$ cat src/rtl/lsop_pkg.sv
`timescale 1ns / 1ps
`default_nettype none
// ----------------------------------------------------------------------------
// lsop_pkg: shared types and codes for the list set operations core
// Element, probe and cell control types; input kind and list id codes.
// ----------------------------------------------------------------------------
package lsop_pkg;

    localparam int DATA_W = 32;

    typedef logic [DATA_W-1:0] data_t;

    // one stored list element and its membership flag
    typedef struct packed {
        data_t value;
        logic  flag;
    } entry_t;

    // token that walks the cell row during the membership pass
    typedef struct packed {
        data_t value;
        logic  valid;
        logic  found;
    } probe_t;

    typedef struct packed {
        logic rot_a;
        logic rot_b;
        logic clr_fb;
    } cell_ctl_t;

    localparam logic [1:0] KIND_A   = 2'd0;
    localparam logic [1:0] KIND_B   = 2'd1;
    localparam logic [1:0] KIND_RUN = 2'd2;

    localparam logic [1:0] LIST_INTER = 2'd0;
    localparam logic [1:0] LIST_UNION = 2'd1;
    localparam logic [1:0] LIST_DIFF  = 2'd2;

endpackage
`default_nettype wire

$ cat src/rtl/list_set_operations_core.sv
`timescale 1ns / 1ps
`default_nettype none
// ----------------------------------------------------------------------------
// list_set_operations_core: intersection, union and difference of two lists
// Loads lists A and B into a row of cells, then emits A and B, A or B,
// and A minus B as three tagged result lists.
//
//   channel  dir  handshake          payload
//   s_       in   s_valid/s_ready    s_kind, s_value
//   m_       out  m_valid/m_ready    m_list_id, m_value_res, m_list_empty,
//                                    m_last_of_list, m_last_of_run, m_overflow
//
// A compute beat first probes (A values walk the cell row past B), then
// counts B, then emits the result lists plus one marker beat per empty
// list; emission stalls while m_ready is low and a result beat is held.
// s_ready is high only between runs. Reset is synchronous and clears
// counts and flags.
// ----------------------------------------------------------------------------
module list_set_operations_core
    import lsop_pkg::*;
#(
    parameter int MAX_ELEMS = 16
) (
    input  wire logic               aclk,
    input  wire logic               aresetn,
    input  wire logic               s_valid,
    output logic                    s_ready,
    input  wire logic [1:0]         s_kind,
    input  wire logic signed [31:0] s_value,
    output logic                    m_valid,
    input  wire logic               m_ready,
    output logic [1:0]              m_list_id,
    output logic signed [31:0]      m_value_res,
    output logic                    m_list_empty,
    output logic                    m_last_of_list,
    output logic                    m_last_of_run,
    output logic                    m_overflow
);

    localparam int CW = $clog2(MAX_ELEMS + 1);
    localparam int SW = $clog2(2 * MAX_ELEMS);
    localparam int LW = $clog2(2 * MAX_ELEMS + 1);

    typedef enum logic [2:0] {
        ST_IDLE,
        ST_PROBE,
        ST_COUNT,
        ST_EMIT,
        ST_MARK
    } state_t;

    state_t          state_reg, state_next;
    logic [CW-1:0]   count_a_reg, count_a_next;
    logic [CW-1:0]   count_b_reg, count_b_next;
    logic            dropped_reg, dropped_next;
    logic [SW-1:0]   step_reg, step_next;
    logic [CW-1:0]   ni_reg, ni_next;
    logic [CW-1:0]   nb_reg, nb_next;
    logic [1:0]      lst_reg, lst_next;
    logic            part_b_reg, part_b_next;
    logic [LW-1:0]   ocnt_reg, ocnt_next;

    logic            out_valid_reg, out_valid_next;
    logic [1:0]      out_id_reg, out_id_next;
    data_t           out_value_reg, out_value_next;
    logic            out_empty_reg, out_empty_next;
    logic            out_last_list_reg, out_last_list_next;
    logic            out_last_run_reg, out_last_run_next;
    logic            out_ovf_reg, out_ovf_next;

    cell_ctl_t       ctl;
    logic            load_a, load_b;
    logic            issue_valid;
    logic            fa_sel, fa_new;
    logic            slot_free;
    logic            cap;
    logic            skip_diff;
    logic            run_last_list;
    logic            ovf;
    logic [LW-1:0]   len;
    entry_t          head;
    logic            in_range;
    logic            want;
    logic            advance;
    logic            last_step;
    logic            s_fire;

    entry_t          a_out     [MAX_ELEMS];
    entry_t          b_out     [MAX_ELEMS];
    entry_t          a_in      [MAX_ELEMS];
    entry_t          b_in      [MAX_ELEMS];
    probe_t          probe_in  [MAX_ELEMS];
    probe_t          probe_out [MAX_ELEMS];
    logic [MAX_ELEMS-1:0] wr_a, wr_b, b_valid;

    assign s_ready   = (state_reg == ST_IDLE);
    assign s_fire    = s_valid && s_ready;
    assign load_a    = s_fire && (s_kind == KIND_A) && (count_a_reg < CW'(MAX_ELEMS));
    assign load_b    = s_fire && (s_kind == KIND_B) && (count_b_reg < CW'(MAX_ELEMS));
    assign slot_free = !out_valid_reg || m_ready;

    // probe phase: first half issues A values, second half writes back flags
    assign issue_valid = (state_reg == ST_PROBE) && (step_reg < SW'(MAX_ELEMS))
                         && (step_reg < SW'(count_a_reg));
    assign fa_sel      = (state_reg == ST_PROBE) && (step_reg >= SW'(MAX_ELEMS));
    assign fa_new      = probe_out[MAX_ELEMS-1].valid && probe_out[MAX_ELEMS-1].found;

    // a full run with disjoint full lists loses its final difference beat
    assign cap = (count_a_reg == CW'(MAX_ELEMS)) && (count_b_reg == CW'(MAX_ELEMS))
                 && (ni_reg == '0);
    assign ovf = dropped_reg || cap;

    // single-element lists: the cap removes the whole difference list
    assign skip_diff     = cap && (count_a_reg == CW'(1));
    assign run_last_list = (lst_reg == LIST_DIFF) || ((lst_reg == LIST_UNION) && skip_diff);

    always_comb begin
        case (lst_reg)
            LIST_INTER: len = LW'(ni_reg);
            LIST_UNION: len = LW'(count_a_reg) + LW'(nb_reg);
            LIST_DIFF:  len = cap ? (LW'(count_a_reg) - LW'(1))
                                  : (LW'(count_a_reg) - LW'(ni_reg));
            default:    len = '0;
        endcase
    end

    assign head     = part_b_reg ? b_out[0] : a_out[0];
    assign in_range = step_reg < (part_b_reg ? SW'(count_b_reg) : SW'(count_a_reg));

    always_comb begin
        want = 1'b0;
        case (lst_reg)
            LIST_INTER: want = head.flag;
            LIST_UNION: want = part_b_reg ? !head.flag : 1'b1;
            LIST_DIFF:  want = !head.flag;
            default:    want = 1'b0;
        endcase
        want = want && in_range && (ocnt_reg < len);
    end

    assign advance   = !want || slot_free;
    assign last_step = (step_reg == SW'(MAX_ELEMS - 1));

    always_comb begin
        ctl.rot_a  = (state_reg == ST_PROBE)
                     || ((state_reg == ST_EMIT) && !part_b_reg && advance);
        ctl.rot_b  = ((state_reg == ST_COUNT))
                     || ((state_reg == ST_EMIT) && part_b_reg && advance);
        ctl.clr_fb = s_fire && (s_kind == KIND_RUN);
    end

    genvar k;
    generate
        for (k = 0; k < MAX_ELEMS; k++) begin : g_cell
            assign wr_a[k]    = load_a && (count_a_reg == CW'(k));
            assign wr_b[k]    = load_b && (count_b_reg == CW'(k));
            assign b_valid[k] = CW'(k) < count_b_reg;

            if (k == MAX_ELEMS - 1) begin : g_tail
                assign a_in[k] = {a_out[0].value, fa_sel ? fa_new : a_out[0].flag};
                assign b_in[k] = b_out[0];
            end else begin : g_mid
                assign a_in[k] = a_out[k+1];
                assign b_in[k] = b_out[k+1];
            end

            if (k == 0) begin : g_head
                assign probe_in[k] = {a_out[0].value, issue_valid, 1'b0};
            end else begin : g_body
                assign probe_in[k] = probe_out[k-1];
            end

            lsop_cell u_cell (
                .aclk      (aclk),
                .aresetn   (aresetn),
                .ctl       (ctl),
                .wr_a      (wr_a[k]),
                .wr_b      (wr_b[k]),
                .ld_value  (s_value),
                .b_valid   (b_valid[k]),
                .a_in      (a_in[k]),
                .b_in      (b_in[k]),
                .probe_in  (probe_in[k]),
                .a_out     (a_out[k]),
                .b_out     (b_out[k]),
                .probe_out (probe_out[k])
            );
        end
    endgenerate

    always_comb begin
        state_next         = state_reg;
        count_a_next       = count_a_reg;
        count_b_next       = count_b_reg;
        dropped_next       = dropped_reg;
        step_next          = step_reg;
        ni_next            = ni_reg;
        nb_next            = nb_reg;
        lst_next           = lst_reg;
        part_b_next        = part_b_reg;
        ocnt_next          = ocnt_reg;
        out_valid_next     = out_valid_reg && !m_ready;
        out_id_next        = out_id_reg;
        out_value_next     = out_value_reg;
        out_empty_next     = out_empty_reg;
        out_last_list_next = out_last_list_reg;
        out_last_run_next  = out_last_run_reg;
        out_ovf_next       = out_ovf_reg;

        case (state_reg)
            ST_IDLE: begin
                if (s_fire) begin
                    case (s_kind)
                        KIND_A: begin
                            if (load_a) begin
                                count_a_next = count_a_reg + CW'(1);
                            end else begin
                                dropped_next = 1'b1;
                            end
                        end
                        KIND_B: begin
                            if (load_b) begin
                                count_b_next = count_b_reg + CW'(1);
                            end else begin
                                dropped_next = 1'b1;
                            end
                        end
                        KIND_RUN: begin
                            state_next = ST_PROBE;
                            step_next  = '0;
                            ni_next    = '0;
                            nb_next    = '0;
                        end
                        default: begin
                        end
                    endcase
                end
            end
            ST_PROBE: begin
                if (fa_sel && fa_new) begin
                    ni_next = ni_reg + CW'(1);
                end
                if (step_reg == SW'(2 * MAX_ELEMS - 1)) begin
                    state_next = ST_COUNT;
                    step_next  = '0;
                end else begin
                    step_next = step_reg + SW'(1);
                end
            end
            ST_COUNT: begin
                if ((step_reg < SW'(count_b_reg)) && !b_out[0].flag) begin
                    nb_next = nb_reg + CW'(1);
                end
                if (last_step) begin
                    state_next  = ST_EMIT;
                    step_next   = '0;
                    lst_next    = LIST_INTER;
                    part_b_next = 1'b0;
                    ocnt_next   = '0;
                end else begin
                    step_next = step_reg + SW'(1);
                end
            end
            ST_EMIT: begin
                if (want && slot_free) begin
                    out_valid_next     = 1'b1;
                    out_id_next        = lst_reg;
                    out_value_next     = head.value;
                    out_empty_next     = 1'b0;
                    out_last_list_next = (ocnt_reg + LW'(1)) == len;
                    out_last_run_next  = ((ocnt_reg + LW'(1)) == len) && run_last_list;
                    out_ovf_next       = ovf;
                    ocnt_next          = ocnt_reg + LW'(1);
                end
                if (advance) begin
                    step_next = step_reg + SW'(1);
                    if (last_step) begin
                        step_next = '0;
                        if ((lst_reg == LIST_UNION) && !part_b_reg) begin
                            part_b_next = 1'b1;
                        end else if (len == '0) begin
                            state_next = ST_MARK;
                        end else if (run_last_list) begin
                            state_next   = ST_IDLE;
                            count_a_next = '0;
                            count_b_next = '0;
                            dropped_next = 1'b0;
                        end else begin
                            lst_next    = lst_reg + 2'd1;
                            part_b_next = 1'b0;
                            ocnt_next   = '0;
                        end
                    end
                end
            end
            ST_MARK: begin
                if (slot_free) begin
                    out_valid_next     = 1'b1;
                    out_id_next        = lst_reg;
                    out_value_next     = '0;
                    out_empty_next     = 1'b1;
                    out_last_list_next = 1'b1;
                    out_last_run_next  = (lst_reg == LIST_DIFF);
                    out_ovf_next       = ovf;
                    if (lst_reg == LIST_DIFF) begin
                        state_next   = ST_IDLE;
                        count_a_next = '0;
                        count_b_next = '0;
                        dropped_next = 1'b0;
                    end else begin
                        state_next  = ST_EMIT;
                        lst_next    = lst_reg + 2'd1;
                        part_b_next = 1'b0;
                        step_next   = '0;
                        ocnt_next   = '0;
                    end
                end
            end
            default: begin
                state_next = ST_IDLE;
            end
        endcase
    end

    always_ff @(posedge aclk) begin
        if (!aresetn) begin
            state_reg     <= ST_IDLE;
            count_a_reg   <= '0;
            count_b_reg   <= '0;
            dropped_reg   <= 1'b0;
            step_reg      <= '0;
            ni_reg        <= '0;
            nb_reg        <= '0;
            lst_reg       <= LIST_INTER;
            part_b_reg    <= 1'b0;
            ocnt_reg      <= '0;
            out_valid_reg <= 1'b0;
        end else begin
            state_reg     <= state_next;
            count_a_reg   <= count_a_next;
            count_b_reg   <= count_b_next;
            dropped_reg   <= dropped_next;
            step_reg      <= step_next;
            ni_reg        <= ni_next;
            nb_reg        <= nb_next;
            lst_reg       <= lst_next;
            part_b_reg    <= part_b_next;
            ocnt_reg      <= ocnt_next;
            out_valid_reg <= out_valid_next;
        end
        out_id_reg        <= out_id_next;
        out_value_reg     <= out_value_next;
        out_empty_reg     <= out_empty_next;
        out_last_list_reg <= out_last_list_next;
        out_last_run_reg  <= out_last_run_next;
        out_ovf_reg       <= out_ovf_next;
    end

    assign m_valid        = out_valid_reg;
    assign m_list_id      = out_id_reg;
    assign m_value_res    = out_value_reg;
    assign m_list_empty   = out_empty_reg;
    assign m_last_of_list = out_last_list_reg;
    assign m_last_of_run  = out_last_run_reg;
    assign m_overflow     = out_ovf_reg;

    a_count_bound: assert property (@(posedge aclk) disable iff (!aresetn)
        (count_a_reg <= CW'(MAX_ELEMS)) && (count_b_reg <= CW'(MAX_ELEMS)))
        else $error("list count above capacity");

    a_emit_bound: assert property (@(posedge aclk) disable iff (!aresetn)
        (state_reg == ST_EMIT) |-> (ocnt_reg <= len))
        else $error("more beats emitted than list length");

    a_marker_last: assert property (@(posedge aclk) disable iff (!aresetn)
        (m_valid && m_list_empty) |-> (m_last_of_list && (m_value_res == '0)))
        else $error("empty marker not a lone zero beat");

    a_run_end: assert property (@(posedge aclk) disable iff (!aresetn)
        (m_valid && m_last_of_run) |->
        (m_last_of_list && ((m_list_id == LIST_DIFF) || m_overflow)))
        else $error("run end outside difference list");

    a_ready_idle: assert property (@(posedge aclk) disable iff (!aresetn)
        (s_fire && (s_kind == KIND_RUN)) |=> (state_reg == ST_PROBE) && !s_ready)
        else $error("compute beat did not start probe pass");

endmodule
`default_nettype wire

$ cat src/rtl/lsop_cell.sv
`timescale 1ns / 1ps
`default_nettype none
// ----------------------------------------------------------------------------
// lsop_cell: one cell of the list row
// Holds one A entry and one B entry, both rotating toward the head, and one
// probe stage that compares the passing A value against the local B entry.
// ----------------------------------------------------------------------------
module lsop_cell
    import lsop_pkg::*;
(
    input  wire logic      aclk,
    input  wire logic      aresetn,
    input  wire cell_ctl_t ctl,
    input  wire logic      wr_a,
    input  wire logic      wr_b,
    input  wire data_t     ld_value,
    input  wire logic      b_valid,
    input  wire entry_t    a_in,
    input  wire entry_t    b_in,
    input  wire probe_t    probe_in,
    output entry_t         a_out,
    output entry_t         b_out,
    output probe_t         probe_out
);

    entry_t a_reg;
    entry_t b_reg;
    probe_t probe_reg;
    logic   hit;

    assign hit = probe_in.valid && b_valid && (probe_in.value == b_reg.value);

    always_ff @(posedge aclk) begin
        if (wr_a) begin
            a_reg <= {ld_value, 1'b0};
        end else if (ctl.rot_a) begin
            a_reg <= a_in;
        end

        if (wr_b) begin
            b_reg <= {ld_value, 1'b0};
        end else if (ctl.rot_b) begin
            b_reg <= b_in;
        end else if (ctl.clr_fb) begin
            b_reg.flag <= 1'b0;
        end else if (hit) begin
            b_reg.flag <= 1'b1;
        end
    end

    always_ff @(posedge aclk) begin
        if (!aresetn) begin
            probe_reg.valid <= 1'b0;
            probe_reg.found <= 1'b0;
        end else begin
            probe_reg.valid <= probe_in.valid;
            probe_reg.found <= probe_in.found | hit;
        end
        probe_reg.value <= probe_in.value;
    end

    assign a_out     = a_reg;
    assign b_out     = b_reg;
    assign probe_out = probe_reg;

endmodule
`default_nettype wire
$ cat config.mk
export PLATFORM = sky130hd
export DESIGN_NAME = list_set_operations_core
export DESIGN_NICKNAME = d
export VERILOG_FILES = /design/src/rtl/lsop_pkg.sv /design/src/rtl/list_set_operations_core.sv /design/src/rtl/lsop_cell.sv
export SDC_FILE = /design/constraint.sdc
export NUM_CORES = 2
export LEC_CHECK = 0
export ABC_AREA = 1
export BUFFER_PORTS_ARGS = -buffer_cell sky130_fd_sc_hd__clkbuf_2
export CAP_MARGIN = 0
export CORE_UTILIZATION = 51
export CTS_CLUSTER_DIAMETER = 30
export DETAILED_ROUTE_END_ITERATION = 10
export PLACE_DENSITY_LB_ADDON = 0.2
export RECOVER_POWER = 100
export REMOVE_ABC_BUFFERS = 1
export SYNTH_ARGS = -nofsm -noshare
export SYNTH_HDL_FRONTEND = slang
export SYNTH_HIERARCHICAL = 1
export SYNTH_SLANG_ARGS = --single-unit
$ cat constraint.sdc
create_clock -name aclk -period 7.62 [get_ports aclk]
set_input_delay 1.524 -clock aclk [delete_from_list [all_inputs] [get_ports aclk]]
set_output_delay 1.524 -clock aclk [all_outputs]
set_load 0.02 [all_outputs]
==> impl_metrics.csv <==
group,metric,value,unit
critical_path,crit_fanout,48,
cells_and_area,area_growth,19.3,%
cts,path_clk_slew,50,ps
critical_path,slowest_stage,"or2_0",
timing,max_freq,0.157,GHz
outcome,status,"complete, but fails checks",
cts,clock_path_buffers,4,
cts,postCtsHoldBufs,0,
synth,synth_area,70900,um2
critical_path,cp-end-kind,"flop",
floorplan,boundaryPins,78,
cts,cts.sinks,1645,
drt,drt-vias-per-instance,5.56,
drt,dr_total_vias,55900,
drt,initialDrtViolationCount,7282,
place,gp_congestion,0.974,
cts,cts_setup_buffers,0,
cts,h-tree-depth,5,
drt,ant_nets,0,
cells_and_area,final.fill_count,11200,
floorplan,dieArea,141000,um2
floorplan,rows,136,
critical_path,cp_common_cell,"nand2_1",
critical_path,slowest_delay,1810,ps
timing,hold_viol_final,0,
cells_and_area,final_common_cell,"nand2_1",
hold_path,hp-class,"flop to flop",
grt,grt_pass1_wl,345000,um
grt,grt_overflow,0,
cts,ctsResizeCount,0,
critical_path,worstRegToRegCells,21,
critical_path,start_kind,"flop",
place,io_buffers,77,
cells_and_area,final_cell_mix,"1922 x nand2_1, 1342 x inv_1, 1087 x o21ai_0",
drt,drc,0,
floorplan,fp.dieW,375,um
timing,relSlewSlack,-85.4,%
grt,grt_pass1_vias,52600,
synth,syn_inst,7792,
timing,rsz0062_at_grt,"no",
cts,clock-root-buffer,"clkbuf_16",
floorplan,start_util,51.5,%
synth,synth_warnings,6,
cells_and_area,drive_above_1_share,8.96,%
place,dp.cells,9440,
cts,cts_buffers,348,
cells_and_area,seq_area,43600,um2
place,post-dp-hpwl,162000,um
timing,fin_crit_sh,83.5,%
power,power_density,442,nW/um2
outcome,violations,"capacitance limit, slew limit",
drt,wirelength,241000,um
critical_path,critical_path_class,"flop to flop",
floorplan,dieHeight,375,um
critical_path,cp_data_required_time,8050,ps
grt,grt_max_degree,135,
cts,clkLatencyLatePin,920,ps
cells_and_area,final_util,61.5,%
timing,tightest_slew,2780,ps
timing,holdWs,332,ps
job,drv_cap,34,
grt,antenna_found_initial,2,
cts,cts_tree,"built",
timing,finClkSkew,58.8,ps
drt,firstDrtPassIters,9,
drt,avgRoutedWirePerCell,23.9,um
timing,tns,0,ps
synth,syn_avg_cell_area,9.10,um2
timing,finalSetupViolCount,0,
power,fin_total_pwr,37.4,mW
cells_and_area,multiInputGateArea,21100,um2
cells_and_area,stdcell_count,10100,
power,irDropWorstVdd,0.000267,V
timing,min_period,6360,ps
hold_path,hold-path-cell-count,0,
power,leakagePower,37.7,nW
critical_path,arrival,6790,ps
floorplan,core,138000,um2
cells_and_area,nets,8085,
timing,drv_slew,1727,
grt,grt_use_total,33.8,%
critical_path,cp_cell_sequence,"inv_1 > ha_1 > inv_1 > fa_1 > nand3_1 > nand2_1 > nand2_1 > nand2_1 > nand2_1 > nand3_1 > a21oi_1 > inv_1 > ha_1 > nand2_1 > o21ai_0 > a21oi_1 > nand3_1 > inv_1 > o31ai_4 > buf_4 > or2_0",
==> path summary, 6_finish.rpt <==
check / startpoint / end / slack (ps)
worst max-delay path: count_a_reg[0] / g_cell[1].u_cell/b_out[10] / 1260
worst min-delay path: g_cell[0].u_cell/probe_out[2] / g_cell[1].u_cell/probe_out[2] / 330
worst max register to register: count_a_reg[0] / g_cell[1].u_cell/b_out[10] / 1260
worst min register to register: g_cell[0].u_cell/probe_out[2] / g_cell[1].u_cell/probe_out[2] / 330
==> layout make-up <==
cell class                      count  area share [%]
Clock inverter                    199            2.72
Multi-Input combinational cell   4502            24.9
Antenna cell                        6          0.0177
Inverter                         1367            6.07
Tap cell                         1794            2.65
Timing Repair Buffer              132           0.847
Clock buffer                      425            11.3
Sequential cell                  1645            51.5
==> metrics by stage <==
stage               area [um2]  setup slack (ps)
finish                   84600              1260
global route             84600               938
CTS                      84800              2160
detailed placement       73000              2170
global placement         73000              2170
floorplan                69800            -27420
==> layer usage <==
metal  wire length, um  GRT usage [%]  vias up
met5                13              0        -
met4             12000           16.4        2
met3             26400           8.38      604
met2            107000           51.3     3162
met1             95900           45.2    26500
li1                  -              -    25700
==> where the power goes <==
| part | switching [mW] | total, mW | internal [mW] |
|---|---|---|---|
| clock network | 5.00 | 15.2 | 10.2 |
| registers | 2.55 | 15.4 | 12.9 |
| logic | 4.68 | 6.71 | 2.03 |
| total | 12.2 | 37.4 | 25.2 |
==> critical path: cells and delay by family, from the launching register on <==
family                   cells  cell delay, ps
AND/OR/NAND/NOR              9            2560
buffers and inverters        5            1240
adder cells (fa/ha/maj)      3             920
AO/OA/AOI/OAI                4             700
flip-flops                   1             420
Note: power is estimated with default switching activity, not from simulation.
